<file path="src/rtl/dadd_pkg.sv">
// Shared types, constants and calendar functions for the date adder.
// Used by dadd_ctrl, dadd_dp and date_add_days; depends on nothing else.
package dadd_pkg;

  localparam int OFFSET_BITS_DEF = 16;
  localparam int YEAR_W   = 16;
  localparam int MONTH_W  = 4;
  localparam int DAY_W    = 5;
  localparam int STATUS_W = 2;
  localparam int LEN_W    = 5;
  localparam int SHIFT_W  = 3;
  localparam int CYC_W    = 9;

  localparam logic [STATUS_W-1:0] STAT_OK       = 2'd0;
  localparam logic [STATUS_W-1:0] STAT_INVALID  = 2'd1;
  localparam logic [STATUS_W-1:0] STAT_OVERFLOW = 2'd2;

  localparam logic [YEAR_W-1:0]  MAX_YEAR   = 16'hFFFF;
  localparam logic [YEAR_W-1:0]  YEAR_CYCLE = 16'd400;
  localparam logic [CYC_W-1:0]   CYCLE_LAST = 9'd399;
  localparam logic [SHIFT_W-1:0] SHIFT_TOP  = 3'd7;

  localparam logic [MONTH_W-1:0] MONTH_JAN = 4'd1;
  localparam logic [MONTH_W-1:0] MONTH_FEB = 4'd2;
  localparam logic [MONTH_W-1:0] MONTH_APR = 4'd4;
  localparam logic [MONTH_W-1:0] MONTH_JUN = 4'd6;
  localparam logic [MONTH_W-1:0] MONTH_SEP = 4'd9;
  localparam logic [MONTH_W-1:0] MONTH_NOV = 4'd11;
  localparam logic [MONTH_W-1:0] MONTH_DEC = 4'd12;

  localparam logic [LEN_W-1:0] LEN_LONG     = 5'd31;
  localparam logic [LEN_W-1:0] LEN_SHORT    = 5'd30;
  localparam logic [LEN_W-1:0] LEN_FEB      = 5'd28;
  localparam logic [LEN_W-1:0] LEN_FEB_LEAP = 5'd29;
  localparam logic [LEN_W-1:0] LEN_NONE     = 5'd0;

  typedef struct packed {
    logic               load;
    logic               reduce;
    logic [SHIFT_W-1:0] shift;
    logic               set_inval;
    logic               walk;
    logic               add;
    logic               norm;
    logic               set_ovf;
    logic               ld_out;
  } dadd_cmd_t;

  typedef struct packed {
    logic inval;
    logic rest_ge_len;
    logic day_gt_len;
    logic carry_ovf;
  } dadd_stat_t;

  // r is the year modulo 400
  function automatic logic is_leap(input logic [CYC_W-1:0] r);
    return (r == '0) ||
           ((r[1:0] == 2'b00) && (r != 9'd100) && (r != 9'd200) && (r != 9'd300));
  endfunction

  function automatic logic [LEN_W-1:0] month_len(input logic [MONTH_W-1:0] m,
                                                 input logic leap);
    logic [LEN_W-1:0] len;
    case (m)
      MONTH_FEB: len = leap ? LEN_FEB_LEAP : LEN_FEB;
      MONTH_APR, MONTH_JUN, MONTH_SEP, MONTH_NOV: len = LEN_SHORT;
      4'd1, 4'd3, 4'd5, 4'd7, 4'd8, 4'd10, MONTH_DEC: len = LEN_LONG;
      default: len = LEN_NONE;
    endcase
    return len;
  endfunction

endpackage

</file>
<file path="src/rtl/dadd_dp.sv">
// Datapath of the date adder: working date, remaining count, year-mod-400
// counter, status and result register. Depends on dadd_pkg.
module dadd_dp #(
  parameter int OFFSET_BITS = dadd_pkg::OFFSET_BITS_DEF
) (
  input  logic                           clk,
  input  dadd_pkg::dadd_cmd_t            cmd,
  output dadd_pkg::dadd_stat_t           stat,
  input  logic [dadd_pkg::YEAR_W-1:0]    in_start_year,
  input  logic [dadd_pkg::MONTH_W-1:0]   in_start_month,
  input  logic [dadd_pkg::DAY_W-1:0]     in_start_day,
  input  logic [OFFSET_BITS-1:0]         in_day_offset,
  output logic [dadd_pkg::YEAR_W-1:0]    out_end_year,
  output logic [dadd_pkg::MONTH_W-1:0]   out_end_month,
  output logic [dadd_pkg::DAY_W-1:0]     out_end_day,
  output logic [dadd_pkg::STATUS_W-1:0]  out_status
);
  import dadd_pkg::*;

  logic [YEAR_W-1:0]   year_r, year_nxt;
  logic [MONTH_W-1:0]  month_r, month_nxt;
  logic [DAY_W:0]      day_r, day_nxt;
  logic [OFFSET_BITS-1:0] rest_r, rest_nxt;
  logic [YEAR_W-1:0]   scr_r, scr_nxt;
  logic [STATUS_W-1:0] status_r, status_nxt;

  logic [YEAR_W-1:0]   out_year_r, out_year_nxt;
  logic [MONTH_W-1:0]  out_month_r, out_month_nxt;
  logic [DAY_W-1:0]    out_day_r, out_day_nxt;
  logic [STATUS_W-1:0] out_status_r, out_status_nxt;

  logic [LEN_W-1:0]    len;
  logic [YEAR_W-1:0]   sub;
  logic                dec_month;
  logic [MONTH_W-1:0]  month_inc;
  logic [YEAR_W-1:0]   scr_inc;

  assign len       = month_len(month_r, is_leap(scr_r[CYC_W-1:0]));
  assign sub       = YEAR_CYCLE << cmd.shift;
  assign dec_month = (month_r == MONTH_DEC);
  assign month_inc = dec_month ? MONTH_JAN : month_r + 1'b1;
  assign scr_inc   = (scr_r[CYC_W-1:0] == CYCLE_LAST) ? '0 : scr_r + 1'b1;

  assign stat.inval       = (len == LEN_NONE) || (day_r == '0) ||
                            (day_r > {1'b0, len});
  assign stat.rest_ge_len = (rest_r >= OFFSET_BITS'(len));
  assign stat.day_gt_len  = (day_r > {1'b0, len});
  assign stat.carry_ovf   = dec_month && (year_r == MAX_YEAR);

  always_comb begin
    year_nxt       = year_r;
    month_nxt      = month_r;
    day_nxt        = day_r;
    rest_nxt       = rest_r;
    scr_nxt        = scr_r;
    status_nxt     = status_r;
    out_year_nxt   = out_year_r;
    out_month_nxt  = out_month_r;
    out_day_nxt    = out_day_r;
    out_status_nxt = out_status_r;
    if (cmd.load) begin
      year_nxt   = in_start_year;
      month_nxt  = in_start_month;
      day_nxt    = {1'b0, in_start_day};
      rest_nxt   = in_day_offset;
      scr_nxt    = in_start_year;
      status_nxt = STAT_OK;
    end
    // conditional subtract of 400 << shift, leaving year mod 400
    if (cmd.reduce && (scr_r >= sub)) begin
      scr_nxt = scr_r - sub;
    end
    if (cmd.walk || cmd.norm) begin
      month_nxt = month_inc;
      if (dec_month) begin
        year_nxt = year_r + 1'b1;
        scr_nxt  = scr_inc;
      end
    end
    if (cmd.walk) begin
      rest_nxt = rest_r - OFFSET_BITS'(len);
    end
    if (cmd.add) begin
      day_nxt = day_r + {1'b0, rest_r[DAY_W-1:0]};
    end
    if (cmd.norm) begin
      day_nxt = day_r - {1'b0, len};
    end
    if (cmd.set_inval) begin
      status_nxt = STAT_INVALID;
    end
    if (cmd.set_ovf) begin
      status_nxt = STAT_OVERFLOW;
    end
    if (cmd.ld_out) begin
      out_status_nxt = status_r;
      if (status_r == STAT_OK) begin
        out_year_nxt  = year_r;
        out_month_nxt = month_r;
        out_day_nxt   = day_r[DAY_W-1:0];
      end else begin
        out_year_nxt  = '0;
        out_month_nxt = '0;
        out_day_nxt   = '0;
      end
    end
  end

  always_ff @(posedge clk) begin
    year_r       <= year_nxt;
    month_r      <= month_nxt;
    day_r        <= day_nxt;
    rest_r       <= rest_nxt;
    scr_r        <= scr_nxt;
    status_r     <= status_nxt;
    out_year_r   <= out_year_nxt;
    out_month_r  <= out_month_nxt;
    out_day_r    <= out_day_nxt;
    out_status_r <= out_status_nxt;
  end

  assign out_end_year  = out_year_r;
  assign out_end_month = out_month_r;
  assign out_end_day   = out_day_r;
  assign out_status    = out_status_r;

endmodule

</file>
<file path="src/rtl/dadd_ctrl.sv">
// Controller of the date adder: sequences reduction, check, month walk,
// final normalisation and result hand-off. Depends on dadd_pkg.
module dadd_ctrl (
  input  logic                 clk,
  input  logic                 rst_n,
  input  logic                 in_valid,
  output logic                 in_ready,
  output logic                 out_valid,
  input  logic                 out_ready,
  output dadd_pkg::dadd_cmd_t  cmd,
  input  dadd_pkg::dadd_stat_t stat
);
  import dadd_pkg::*;

  localparam logic [2:0] ST_IDLE   = 3'd0;
  localparam logic [2:0] ST_REDUCE = 3'd1;
  localparam logic [2:0] ST_CHECK  = 3'd2;
  localparam logic [2:0] ST_WALK   = 3'd3;
  localparam logic [2:0] ST_ADD    = 3'd4;
  localparam logic [2:0] ST_NORM   = 3'd5;
  localparam logic [2:0] ST_DONE   = 3'd6;

  logic [2:0]         state_r, state_nxt;
  logic [SHIFT_W-1:0] cnt_r, cnt_nxt;
  logic               out_valid_r, out_valid_nxt;

  assign in_ready  = (state_r == ST_IDLE);
  assign out_valid = out_valid_r;

  always_comb begin
    state_nxt = state_r;
    cnt_nxt   = cnt_r;
    cmd       = '0;
    cmd.shift = cnt_r;
    case (state_r)
      ST_IDLE: begin
        if (in_valid) begin
          cmd.load  = 1'b1;
          cnt_nxt   = SHIFT_TOP;
          state_nxt = ST_REDUCE;
        end
      end
      ST_REDUCE: begin
        cmd.reduce = 1'b1;
        if (cnt_r == '0) begin
          state_nxt = ST_CHECK;
        end else begin
          cnt_nxt = cnt_r - 1'b1;
        end
      end
      ST_CHECK: begin
        if (stat.inval) begin
          cmd.set_inval = 1'b1;
          state_nxt     = ST_DONE;
        end else begin
          state_nxt = ST_WALK;
        end
      end
      ST_WALK: begin
        if (!stat.rest_ge_len) begin
          state_nxt = ST_ADD;
        end else if (stat.carry_ovf) begin
          cmd.set_ovf = 1'b1;
          state_nxt   = ST_DONE;
        end else begin
          cmd.walk = 1'b1;
        end
      end
      ST_ADD: begin
        cmd.add   = 1'b1;
        state_nxt = ST_NORM;
      end
      ST_NORM: begin
        if (stat.day_gt_len) begin
          if (stat.carry_ovf) begin
            cmd.set_ovf = 1'b1;
          end else begin
            cmd.norm = 1'b1;
          end
        end
        state_nxt = ST_DONE;
      end
      ST_DONE: begin
        // hold the finished request until the result register is free
        if (!out_valid_r || out_ready) begin
          cmd.ld_out = 1'b1;
          state_nxt  = ST_IDLE;
        end
      end
      default: begin
        state_nxt = ST_IDLE;
      end
    endcase
    out_valid_nxt = cmd.ld_out ? 1'b1 : (out_ready ? 1'b0 : out_valid_r);
  end

  always_ff @(posedge clk) begin
    if (!rst_n) begin
      state_r     <= ST_IDLE;
      cnt_r       <= '0;
      out_valid_r <= 1'b0;
    end else begin
      state_r     <= state_nxt;
      cnt_r       <= cnt_nxt;
      out_valid_r <= out_valid_nxt;
    end
  end

`ifndef SYNTHESIS
  a_accept_reduce: assert property (@(posedge clk) disable iff (!rst_n)
    (in_valid && in_ready) |=> (state_r == ST_REDUCE && cnt_r == SHIFT_TOP))
    else $error("accepted request did not start the year reduction");

  a_reduce_end: assert property (@(posedge clk) disable iff (!rst_n)
    (state_r == ST_REDUCE && cnt_r == '0) |=> (state_r == ST_CHECK))
    else $error("year reduction did not end in the check state");

  a_no_overwrite: assert property (@(posedge clk) disable iff (!rst_n)
    cmd.ld_out |-> (!out_valid_r || out_ready))
    else $error("result register loaded while a result still waits");

  a_ld_out_valid: assert property (@(posedge clk) disable iff (!rst_n)
    cmd.ld_out |=> (out_valid_r && state_r == ST_IDLE))
    else $error("result load did not raise out_valid");
`endif

endmodule

</file>
<file path="src/rtl/date_add_days.sv">
// Date adder: Gregorian date plus an unsigned day count, one request at a time.
// The controller reduces the year modulo 400, checks the start date, walks whole
// months (one month per cycle), adds the remainder and normalises once more.
// A new request is taken only after the last result is loaded; in_ready is high only when idle.
// Reset: rst_n synchronous, active low; clears the controller and out_valid only.
module date_add_days #(
  parameter int OFFSET_BITS = dadd_pkg::OFFSET_BITS_DEF
) (
  input  logic                          clk,
  input  logic                          rst_n,
  input  logic                          in_valid,
  output logic                          in_ready,
  input  logic [dadd_pkg::YEAR_W-1:0]   in_start_year,
  input  logic [dadd_pkg::MONTH_W-1:0]  in_start_month,
  input  logic [dadd_pkg::DAY_W-1:0]    in_start_day,
  input  logic [OFFSET_BITS-1:0]        in_day_offset,
  output logic                          out_valid,
  input  logic                          out_ready,
  output logic [dadd_pkg::YEAR_W-1:0]   out_end_year,
  output logic [dadd_pkg::MONTH_W-1:0]  out_end_month,
  output logic [dadd_pkg::DAY_W-1:0]    out_end_day,
  output logic [dadd_pkg::STATUS_W-1:0] out_status
);
  import dadd_pkg::*;

  dadd_cmd_t  cmd;
  dadd_stat_t stat;

  dadd_ctrl u_ctrl (
    .clk       (clk),
    .rst_n     (rst_n),
    .in_valid  (in_valid),
    .in_ready  (in_ready),
    .out_valid (out_valid),
    .out_ready (out_ready),
    .cmd       (cmd),
    .stat      (stat)
  );

  dadd_dp #(
    .OFFSET_BITS (OFFSET_BITS)
  ) u_dp (
    .clk            (clk),
    .cmd            (cmd),
    .stat           (stat),
    .in_start_year  (in_start_year),
    .in_start_month (in_start_month),
    .in_start_day   (in_start_day),
    .in_day_offset  (in_day_offset),
    .out_end_year   (out_end_year),
    .out_end_month  (out_end_month),
    .out_end_day    (out_end_day),
    .out_status     (out_status)
  );

endmodule

</file>
<file path="config.mk">
export PLATFORM = sky130hd
export DESIGN_NAME = date_add_days
export DESIGN_NICKNAME = d
export VERILOG_FILES = /design/src/rtl/dadd_pkg.sv /design/src/rtl/dadd_dp.sv /design/src/rtl/dadd_ctrl.sv /design/src/rtl/date_add_days.sv
export SDC_FILE = /design/constraint.sdc
export NUM_CORES = 1
export LEC_CHECK = 0
export BUFFER_PORTS_ARGS = -buffer_cell sky130_fd_sc_hd__buf_2
export CORE_ASPECT_RATIO = 0.9
export CORE_MARGIN = 2
export CORE_UTILIZATION = 55
export DETAILED_ROUTE_END_ITERATION = 12
export PLACE_DENSITY = 0.79
export SYNTH_ARGS = -nofsm -noshare
export SYNTH_HDL_FRONTEND = slang
export SYNTH_HIERARCHICAL = 1
export SYNTH_SLANG_ARGS = --single-unit
</file>
<file path="constraint.sdc">
create_clock -name clk -period 5.9 [get_ports clk]
set_clock_uncertainty 0.05 [all_clocks]
set_input_delay 1.18 -clock clk [delete_from_list [all_inputs] [get_ports clk]]
set_output_delay 1.18 -clock clk [all_outputs]
set_load 0.01 [all_outputs]
</file>
==> results.sh, run 1 <==
export IMPL_arrival_ns=4.92
export IMPL_portBuffers=73
export IMPL_first_pass_iters=5
export IMPL_final_setup_tns_ns=0
export IMPL_die_h_um=105
export IMPL_grt_overflow_total=0
export IMPL_pwr_share_seq=0.294
export IMPL_rsz0062_at_grt="false"
export IMPL_yosysUniqueCellTypes=65
export IMPL_io_pins=74
export IMPL_drv_slew=0
export IMPL_vias=5305
export IMPL_grt_pass1_vias=4898
export IMPL_cts_tree="done"
export IMPL_switchingPower_uw=1980
export IMPL_hp_class="flop to flop"
export IMPL_avgSynthCellArea_sq_um=9.08
export IMPL_cts_root_buffer="clkbuf_16"
export IMPL_htreeDepth=3
export IMPL_dpl_hpwl_mm=10.4
export IMPL_antennaDiodeCount=0
export IMPL_groute_usage_overall=0.236
export IMPL_maxCapViolations=0
export IMPL_place_inst=883
export IMPL_cts_resized=0
export IMPL_drive_gt1_frac=0.163
export IMPL_synthFlopType="edfxtp_1"
export IMPL_ys_seq_elements=94
export IMPL_crit_buf_inv=2
export IMPL_avgViaCountPerCell=5.90
export IMPL_max_slew_margin=0.277
export IMPL_synth_xor_area_frac=0.0565
export IMPL_swShare=0.442
export IMPL_worst_slack_ns=1.16
export IMPL_static_leakage_power_uw=0.00283
export IMPL_p_per_area_mw_per_mm2=637
export IMPL_clkTransAtPathRegs_ns=0.08
export IMPL_gp_congestion=0.971
export IMPL_syn2layout_area_growth_pct=13.3
export IMPL_max_stage_delay_ns=0.56
export IMPL_reg2reg_slack_ns=1.16
export IMPL_status="complete, no violations"
export IMPL_synth_edf_count=53
export IMPL_critPathCaptureType="flop"
export IMPL_stdcell_count=899
export IMPL_synth_compound_area_frac=0.164
export IMPL_grt_max_degree=35
export IMPL_grt_pass1_wl_mm=23.0
export IMPL_drt_total_wl_mm=14.2
export IMPL_syn_area_sq_mm=0.00620
export IMPL_postRouteAntennaNets=0
export IMPL_cts_hold_repair_buffers=0
export IMPL_netlist_instances=683
export IMPL_p_comb_frac=0.563
export IMPL_yosysTopAreaCell="edfxtp_1"
export IMPL_synth_fa_ha_area_frac=0.0904
export IMPL_cts_max_path_buffers=2
export IMPL_path_max_fanout=34
export IMPL_place_ws_ns=1.30
export IMPL_fmax_ghz=0.211
export IMPL_crit_type="flop to flop"
export IMPL_wl_per_cell_um=15.8
export IMPL_pwr_share_clk=0.142
export IMPL_async_reset_ff_frac=0
export IMPL_cts_sinks=94
export IMPL_yosysMostFrequentCell="nor2_1"
export IMPL_drt_iter0_markers=437
export IMPL_die_area_sq_mm=0.0121
export IMPL_drc=0
export IMPL_coreArea_sq_mm=0.0109
export IMPL_synth_fp_nets=771
export IMPL_post_cts_buffers=0
export IMPL_setup_viol=0
export IMPL_start_kind="flop"
export IMPL_synth_mux_area_frac=0.0472
export IMPL_hold_viol_final=0
export IMPL_yosys_area_share_simple=0.212
export IMPL_vdd_drop_max_uv=375
export IMPL_cp_cell_sequence="nor4bb_1, o21ai_0, nor2_1, a31oi_1, o2111ai_1, o211ai_1, ha_1, inv_1, fa_1, nand2_1, nand2_1, a21oi_1, o21bai_1, a211oi_1, nand2_1, nand3b_1, nor2_2, nor2_1, nor2_2, buf_4, nor2_1, a311oi_1, a211oi_1"
export IMPL_synthTopCellsByArea="edfxtp_1 26%, dfxtp_1 13%, ha_1 8.1%, nor2_1 4.2%, xnor2_1 4.1%"
export IMPL_worstPathRequired_ns=6.08
export IMPL_synth_top_family_by_area="simple AND/OR/NAND/NOR gates"
export IMPL_p_int_uw=2500
export IMPL_tightest_slew_ns=1.07
export IMPL_synth_top_area_frac=0.257
export IMPL_synth_common_cells="69 x nor2_1, 53 x edfxtp_1, 50 x a21oi_1, 45 x nand2_1, 41 x dfxtp_1"
export IMPL_start_util=0.569
export IMPL_cts_made_buffers=9
export IMPL_seq_area_frac_synth=0.389
export IMPL_yosysWarnings=6
export IMPL_path_delay_family="simple AND/OR/NAND/NOR gates"
export IMPL_post_route_period_util=0.804
export IMPL_fin_nets=830
export IMPL_layout_min_cycle_time_ns=4.74
export IMPL_crit_slowest_cell="dfxtp_1"
export IMPL_dieWidth_um=116
export IMPL_clk_latency_ns=0.35
export IMPL_antenna_found_initial=0
export IMPL_fp_row_count=36
==> path summary, 6_finish.rpt <==
path,end,startpoint,cells past startpoint
worst min-delay path,u_dp/year_r[0],u_dp/year_r[0],1
worst min register to register,u_dp/year_r[0],u_dp/year_r[0],1
worst max-delay path,u_dp/year_r[7],u_dp/scr_r[7],23
worst max register to register,u_dp/year_r[7],u_dp/scr_r[7],23
==> power groups by stage <==
| stage | combinational (uW) | sequential (uW) | clock, uW |
|---|---|---|---|
| global placement | 2370 | 1300 | 0 |
| floorplan | 2090 | 1170 | 0 |
| detailed placement | 2470 | 1310 | 0 |
| CTS | 2490 | 1300 | 644 |
| global route | 2810 | 1350 | 674 |
| finish | 2520 | 1320 | 638 |
==> area by class of cell <==
class / instances / area (sq um)
Clock inverter: 6 / 83.8
Inverter: 32 / 120
Tap cell: 152 / 190
Timing Repair Buffer: 81 / 425
Clock buffer: 10 / 250
Sequential cell: 94 / 2410
Multi-Input combinational cell: 524 / 3540
Fill cell: 898 / 3870
==> sequential cells by signal, summed over array words and instances (netlist names) <==
| register | flops |
|---|---|
| u_ctrl/cnt_r | 3 |
| u_dp/status_r | 2 |
| u_dp/month_r | 4 |
| u_dp/rest_r | 16 |
| u_dp/out_end_day | 5 |
| u_ctrl/state_r | 3 |
| u_dp/out_end_month | 4 |
| u_dp/scr_r | 16 |
| u_dp/out_status | 2 |
| u_ctrl/out_valid | 1 |
| u_dp/day_r | 6 |
| u_dp/out_end_year | 16 |
| u_dp/year_r | 16 |
==> logic make-up after synthesis <==
| group | after synthesis |
|---|---|
| AO/OA/AOI/OAI | 156 |
| XOR/XNOR | 40 |
| adder cells (fa/ha/maj) | 43 |
| buffers and inverters | 65 |
| flip-flops | 94 |
| multiplexers | 28 |
| AND/OR/NAND/NOR | 257 |
==> layout by cell type, fill, tap and decap left out, types with 3 or more instances in the layout <==
cell,n
o21bai_1,5
nand3b_1,5
and3_1,9
mux2_2,10
o21a_1,6
nand4_1,8
or2_2,4
nand2b_1,12
mux2i_1,18
fa_1,3
o211a_1,3
nor3b_1,6
inv_1,31
buf_2,73
nor3_1,22
a31oi_1,4
o221a_2,4
nor4b_1,4
nor4_1,7
nand3_1,18
a211oi_1,5
edfxtp_1,53
o21ai_1,9
and2_1,25
nor2b_1,7
clkbuf_16,10
a21oi_1,50
dfxtp_1,41
o211ai_1,4
ha_1,40
nand2_1,45
o21ai_0,22
o22ai_1,10
a21o_1,8
nor2_1,67
buf_4,8
xor2_1,11
xnor2_1,29
or3_1,7
==> per-layer routing <==
layer	global-route usage	vias to the layer above	routed length, um
li1	-	2594	-
met1	0.320	2434	6260
met2	0.363	238	6420
met3	0.0621	39	1120
met4	0.0850	0	365
met5	0	-	0
==> metrics by stage <==
step,hold slack [ns],area [sq um],util,total power [uW]
after detailed placement,0.432,6690,0.614,3790
after global placement,0.418,6690,0.614,3660
after global routing,0.486,7030,0.645,4830
after floorplan,0.353,6200,-,3250
after CTS,0.449,7030,0.645,4440
final,0.455,7030,0.645,4480
Note: power is estimated with default switching activity, not from simulation.
==> run 2: changes to the inputs <==
Settings changed: ABC_AREA set to 1, CORE_UTILIZATION 55 to 54, PLACE_DENSITY 0.79 to 0.8.
Clock period 5.9 ns to 3.9 ns, I/O delays scaled along.
==> results.sh, run 2 <==
export IMPL_netlist_instances=991
export IMPL_synthFlopType="edfxtp_1"
export IMPL_drv_slew=0
export IMPL_final_setup_tns_ns=0
export IMPL_fp_row_count=39
export IMPL_grt_pass1_wl_mm=26.9
export IMPL_htreeDepth=3
export IMPL_fmax_ghz=0.263
export IMPL_yosysTopAreaCell="edfxtp_1"
export IMPL_synth_edf_count=53
export IMPL_stdcell_count=1242
export IMPL_layout_common_cells="266 x nand2_1, 142 x inv_1, 102 x nor2_1"
export IMPL_groute_usage_overall=0.242
export IMPL_antennaDiodeCount=0
export IMPL_wl_per_cell_um=13.1
export IMPL_grt_max_degree=35
export IMPL_clkTransAtPathRegs_ns=0.06
export IMPL_crit_slowest_cell="edfxtp_1"
export IMPL_start_kind="flop"
export IMPL_cts_sinks=94
export IMPL_grt_overflow_total=0
export IMPL_holdCritStartpoint="u_dp/status_r[1]"
export IMPL_crit_type="flop to flop"
export IMPL_vdd_drop_max_uv=323
export IMPL_hold_slack_ns=0.423
export IMPL_tightest_slew_ns=0.783
export IMPL_synth_fp_nets=1079
export IMPL_max_stage_delay_ns=0.44
export IMPL_drt_total_wl_mm=16.3
export IMPL_post_route_period_util=0.974
export IMPL_static_leakage_power_uw=0.00386
export IMPL_path_common_cell="inv_1"
export IMPL_antenna_found_initial=0
export IMPL_cts_made_buffers=9
export IMPL_synthTopCellsByArea="edfxtp_1 23%, nand2_1 15%, dfxtp_1 12%, inv_1 7.8%, ha_1 7.2%"
export IMPL_cts_root_buffer="clkbuf_16"
export IMPL_first_pass_iters=6
export IMPL_coreArea_sq_mm=0.0126
export IMPL_drt_iter0_markers=647
export IMPL_cts_hold_repair_buffers=0
export IMPL_dieWidth_um=123
export IMPL_p_per_area_mw_per_mm2=880
export IMPL_cp_cell_sequence="inv_1, ha_1, inv_1, o22ai_1, a21oi_1, inv_1, nor3_2, nand2_1, inv_4, ha_2, nand3_1, nand2_1, nand2_1, o21ai_1, a211o_1, inv_1, nor2_1, nand2_2, inv_2, nor2_4, buf_4, inv_1, nor2_1, a31oi_1"
export IMPL_rr_worst_depth=24
export IMPL_portBuffers=73
export IMPL_cts_max_path_buffers=2
export IMPL_multi_input_area_sq_mm=0.00384
export IMPL_max_slew_margin=0.474
export IMPL_min_to="u_dp/out_status[1]"
export IMPL_die_area_sq_mm=0.0137
export IMPL_mostFrequentLayoutCell="nand2_1"
export IMPL_avgSynthCellArea_sq_um=6.98
export IMPL_arrival_ns=3.83
export IMPL_fin_nets=1161
export IMPL_hold_viol_final=0
export IMPL_layout_min_cycle_time_ns=3.80
export IMPL_final_util=0.629
export IMPL_vias=6518
export IMPL_avgViaCountPerCell=5.25
export IMPL_fill_cells=1122
export IMPL_holdPathStages=0
export IMPL_reg2reg_slack_ns=0.10
export IMPL_dpl_hpwl_mm=12.3
export IMPL_postRouteAntennaNets=0
export IMPL_drive_gt1_frac=0.161
export IMPL_ys_seq_elements=94
export IMPL_seq_area_frac_synth=0.349
export IMPL_place_inst=1223
export IMPL_syn_area_sq_mm=0.00692
export IMPL_gp_congestion=0.971
export IMPL_syn2layout_area_growth_pct=14.5
export IMPL_yosysUniqueCellTypes=49
export IMPL_maxCapViolations=0
export IMPL_status="complete, no violations"
export IMPL_cts_tree="done"
export IMPL_r2r_start="u_dp/month_r[0]"
export IMPL_synth_common_cells="268 x nand2_1, 144 x inv_1, 104 x nor2_1, 68 x nand3_1, 59 x o21ai_0"
export IMPL_setup_viol=0
export IMPL_yosysWarnings=6
export IMPL_clk_latency_ns=0.35
export IMPL_die_h_um=111
export IMPL_io_pins=74
export IMPL_synth_top_area_frac=0.230
export IMPL_start_util=0.549
export IMPL_yosysMostFrequentCell="nand2_1"
export IMPL_path_max_fanout=6
export IMPL_drc=0
export IMPL_hp_class="flop to flop"
export IMPL_grt_pass1_vias=5840
export IMPL_worstPathRequired_ns=3.93
export IMPL_register_area_sq_mm=0.00241
export IMPL_critPathCaptureType="flop"
export IMPL_async_reset_ff_frac=0
export IMPL_r2r_end="u_dp/month_r[0]"
-- run 2: cell count changes after synthesis, moves of 23 or more --
cell | before | now
nand2_1 | 45 | 268
inv_1 | 31 | 144
nand3_1 | 18 | 68
o21ai_0 | 23 | 59
nor2_1 | 69 | 104
and2_1 | 25 | 1
xnor2_1 | 29 | 6
-- run 2: cell families after synthesis --
group | share of synthesized area
compound gates | 0.114
xor+xnor | 0.0203
fa+ha+maj | 0.0811
buf+inv | 0.104
flops | 0.349
simple gates | 0.332
-- run 2: cell type report --
cell class / instances / area share
clock buffer: 11 / 0.0321
clock inverter: 5 / 0.00727
multi-input combinational: 719 / 0.485
sequential: 94 / 0.305
tap: 164 / 0.0259
inverter: 152 / 0.0740
timing repair buffer: 97 / 0.0710
-- run 2: metrics by stage --
step                instance area [sq um]  power (uW)  worst slack [ns]
floorplan                            6920        4960           0.00300
global placement                     7510        5830            0.0903
detailed placement                   7510        5910           -0.0319
CTS                                  7830        6850            0.0643
global route                         7920        7680           -0.0636
finish                               7920        6960             0.102
-- run 2: metal layers --
| layer | part of all wire | track usage |
|---|---|---|
| met1 | 0.48 | 0.355 |
| met2 | 0.43 | 0.359 |
| met3 | 0.080 | 0.0405 |
| met4 | 0.017 | 0.0856 |
| met5 | 0 | 0 |
-- run 2: what timing repair did --
item | CTS | global route
gates resized for setup | 2 | 17
buffers inserted | 0 | 3
pin swaps | 0 | 1
setup endpoints to repair | 3 | 59
-- run 2: critical path: cells and delay by family, from the launching register on --
kind | cells | cell delay, ns
and+or+nand+nor | 9 | 1.06
buffers and inverters | 8 | 0.80
AOI/OAI and AO/OA | 5 | 0.68
adders and majority gates | 2 | 0.51
DFF | 1 | 0.44
-- run 2: worst max-delay path by stage --
| stage | from | endpoint | slack, ns | cells after the start |
|---|---|---|---|---|
| after floorplan | u_dp/month_r[0] | u_dp/rest_r[0] | 0.003 | 21 |
| after global placement | u_dp/month_r[0] | u_dp/scr_r[9] | 0.09 | 25 |
| after detailed placement | u_dp/month_r[0] | u_dp/scr_r[7] | -0.03 | 25 |
| after CTS | u_dp/month_r[0] | u_dp/scr_r[7] | 0.06 | 25 |
| after global routing | u_dp/month_r[0] | u_dp/month_r[0] | -0.06 | 24 |
| final | u_dp/month_r[0] | u_dp/month_r[0] | 0.10 | 24 |
-- run 2: power by group --
part	switching (uW)	total [uW]	internal, uW
logic	2680	4240	1560
clock network	372	908	536
registers	362	1820	1460
==> run 3: changes to the inputs <==
Settings changed: ABC_AREA 1 to not set, PLACE_DENSITY 0.8 to 0.81.
==> results.sh, run 3 (synthesis gave the netlist of run 1 again) <==
export IMPL_grt_pass1_wl_mm=25.0
export IMPL_antenna_found_initial=0
export IMPL_dieWidth_um=117
export IMPL_dpl_hpwl_mm=11.1
export IMPL_hp_class="flop to flop"
export IMPL_first_pass_iters=5
export IMPL_portBuffers=73
export IMPL_wl_per_cell_um=16.7
export IMPL_worstPathRequired_ns=4.08
export IMPL_p_per_area_mw_per_mm2=956
export IMPL_drive_gt1_frac=0.246
export IMPL_drt_iter0_markers=409
export IMPL_cts_sinks=94
export IMPL_layout_common_cells="73 x buf_2, 63 x nor2_1, 53 x edfxtp_1"
export IMPL_max_slew_margin=0.342
export IMPL_fin_nets=862
export IMPL_final_area_sq_mm=0.00748
export IMPL_static_leakage_power_uw=0.00302
export IMPL_clk_latency_ns=0.36
export IMPL_clkTransAtPathRegs_ns=0.08
export IMPL_groute_usage_overall=0.253
export IMPL_hold_viol_final=0
export IMPL_drv_slew=0
export IMPL_postRouteAntennaNets=0
export IMPL_crit_type="flop to flop"
export IMPL_start_kind="flop"
export IMPL_place_inst=904
export IMPL_cts_made_buffers=9
export IMPL_mostFrequentLayoutCell="buf_2"
export IMPL_fmax_ghz=0.249
export IMPL_antennaDiodeCount=0
export IMPL_tightest_slew_ns=0.978
export IMPL_die_h_um=106
export IMPL_rsz0062_at_grt="true"
export IMPL_stdcell_count=935
export IMPL_coreArea_sq_mm=0.0113
export IMPL_gp_congestion=0.913
export IMPL_place_ws_ns=-0.178
export IMPL_grt_overflow_total=0
export IMPL_io_pins=74
export IMPL_status="finished, violations left"
export IMPL_cts_root_buffer="clkbuf_16"
export IMPL_maxCapViolations=0
export IMPL_grt_pass1_vias=5285
export IMPL_drc=0
export IMPL_worst_slack_ns=-0.119
export IMPL_drt_total_wl_mm=15.6
export IMPL_vdd_drop_max_uv=370
export IMPL_post_route_period_util=1.03
export IMPL_path_max_fanout=10
export IMPL_syn2layout_area_growth_pct=20.7
export IMPL_fp_row_count=37
export IMPL_place_area_sq_mm=0.00684
export IMPL_vias=5513
export IMPL_cts_max_path_buffers=2
export IMPL_hold_slack_ns=0.448
export IMPL_start_util=0.549
export IMPL_avgViaCountPerCell=5.90
export IMPL_setup_viol=11
export IMPL_cts_tree="done"
export IMPL_grt_max_degree=28
export IMPL_critPathCaptureType="flop"
export IMPL_fill_cells=893
export IMPL_failed_checks="negative setup slack"
export IMPL_arrival_ns=4.20
export IMPL_htreeDepth=3
export IMPL_die_area_sq_mm=0.0124
export IMPL_layout_min_cycle_time_ns=4.02
-- run 3: changes by cell type in the layout (fill, tap and decap cells not counted), sizes merged, moves of 15 or more --
| cell | previous run | this run |
|---|---|---|
| nand3 | 75 | 18 |
| inv | 150 | 36 |
| nand4 | 23 | 8 |
| nand2 | 276 | 45 |
| buf | 97 | 113 |
| xnor2 | 6 | 29 |
| nor2 | 119 | 69 |
| mux2i | 0 | 18 |
| and2 | 1 | 25 |
| o21ai | 66 | 31 |
-- run 3: layout make-up --
| type | instances | area (sq um) | share of cell area |
|---|---|---|---|
| repair buffers | 113 | 718 | 0.0960 |
| multi-input cells | 524 | 3730 | 0.498 |
| flip-flops and latches | 94 | 2420 | 0.324 |
| clock inverters | 7 | 75.1 | 0.0100 |
| clock buffers | 9 | 225 | 0.0301 |
| well taps | 156 | 195 | 0.0261 |
| inverters | 32 | 120 | 0.0161 |
-- run 3: worst paths after layout --
check / from / end / slack, ns / depth (start not counted)
setup reg to reg: u_dp/scr_r[3] / u_dp/scr_r[3] / -0.12 / 23
setup / recovery: u_dp/scr_r[3] / u_dp/scr_r[3] / -0.12 / 23
hold reg to reg: u_dp/year_r[0] / u_dp/year_r[0] / 0.45 / 1
hold / removal: u_dp/year_r[0] / u_dp/year_r[0] / 0.45 / 1
-- run 3: through the flow --
step / util / setup TNS (ns) / total power (uW)
floorplan: - / 0 / 4950
global placement: 0.605 / 0 / 5680
detailed placement: 0.605 / -2.77 / 5900
CTS: 0.640 / 0 / 6850
global route: 0.662 / -6.95 / 7710
finish: 0.662 / -0.433 / 7150
-- run 3: where the power goes --
part           total (uW)  switching [uW]  internal, uW
Combinational        4310            2330          1980
Sequential           1970             462          1510
Clock                 874             420           454
-- run 3: critical path, cell delays in order (launching register included) --
cell	delay (ns)
dfxtp_4	0.37
nor4bb_4	0.16
o21ai_1	0.18
nor2_1	0.07
a31oi_1	0.19
o2111ai_1	0.17
o211ai_1	0.14
buf_4	0.16
ha_2	0.17
inv_1	0.05
fa_2	0.35
nand2_1	0.07
nand2_1	0.07
a21oi_2	0.19
o21bai_2	0.09
a211oi_2	0.19
nand2_1	0.10
nand3b_1	0.15
nor2_4	0.07
o21ai_1	0.15
buf_6	0.19
a31oi_4	0.08
a31oi_1	0.31
o21ai_0	0.14
-- run 3: metal layers --
layer / track usage / part of all wire
met1: 0.336 / 0.43
met2: 0.408 / 0.48
met3: 0.0529 / 0.067
met4: 0.0891 / 0.022
met5: 0 / 0
-- run 3: what timing repair did --
item,in CTS,in global routing
cloned,0,1
setup buffers,3,11
endpoints found under the setup margin,49,77
hold buffers,0,0
pin swaps,4,9
resized for setup,18,50
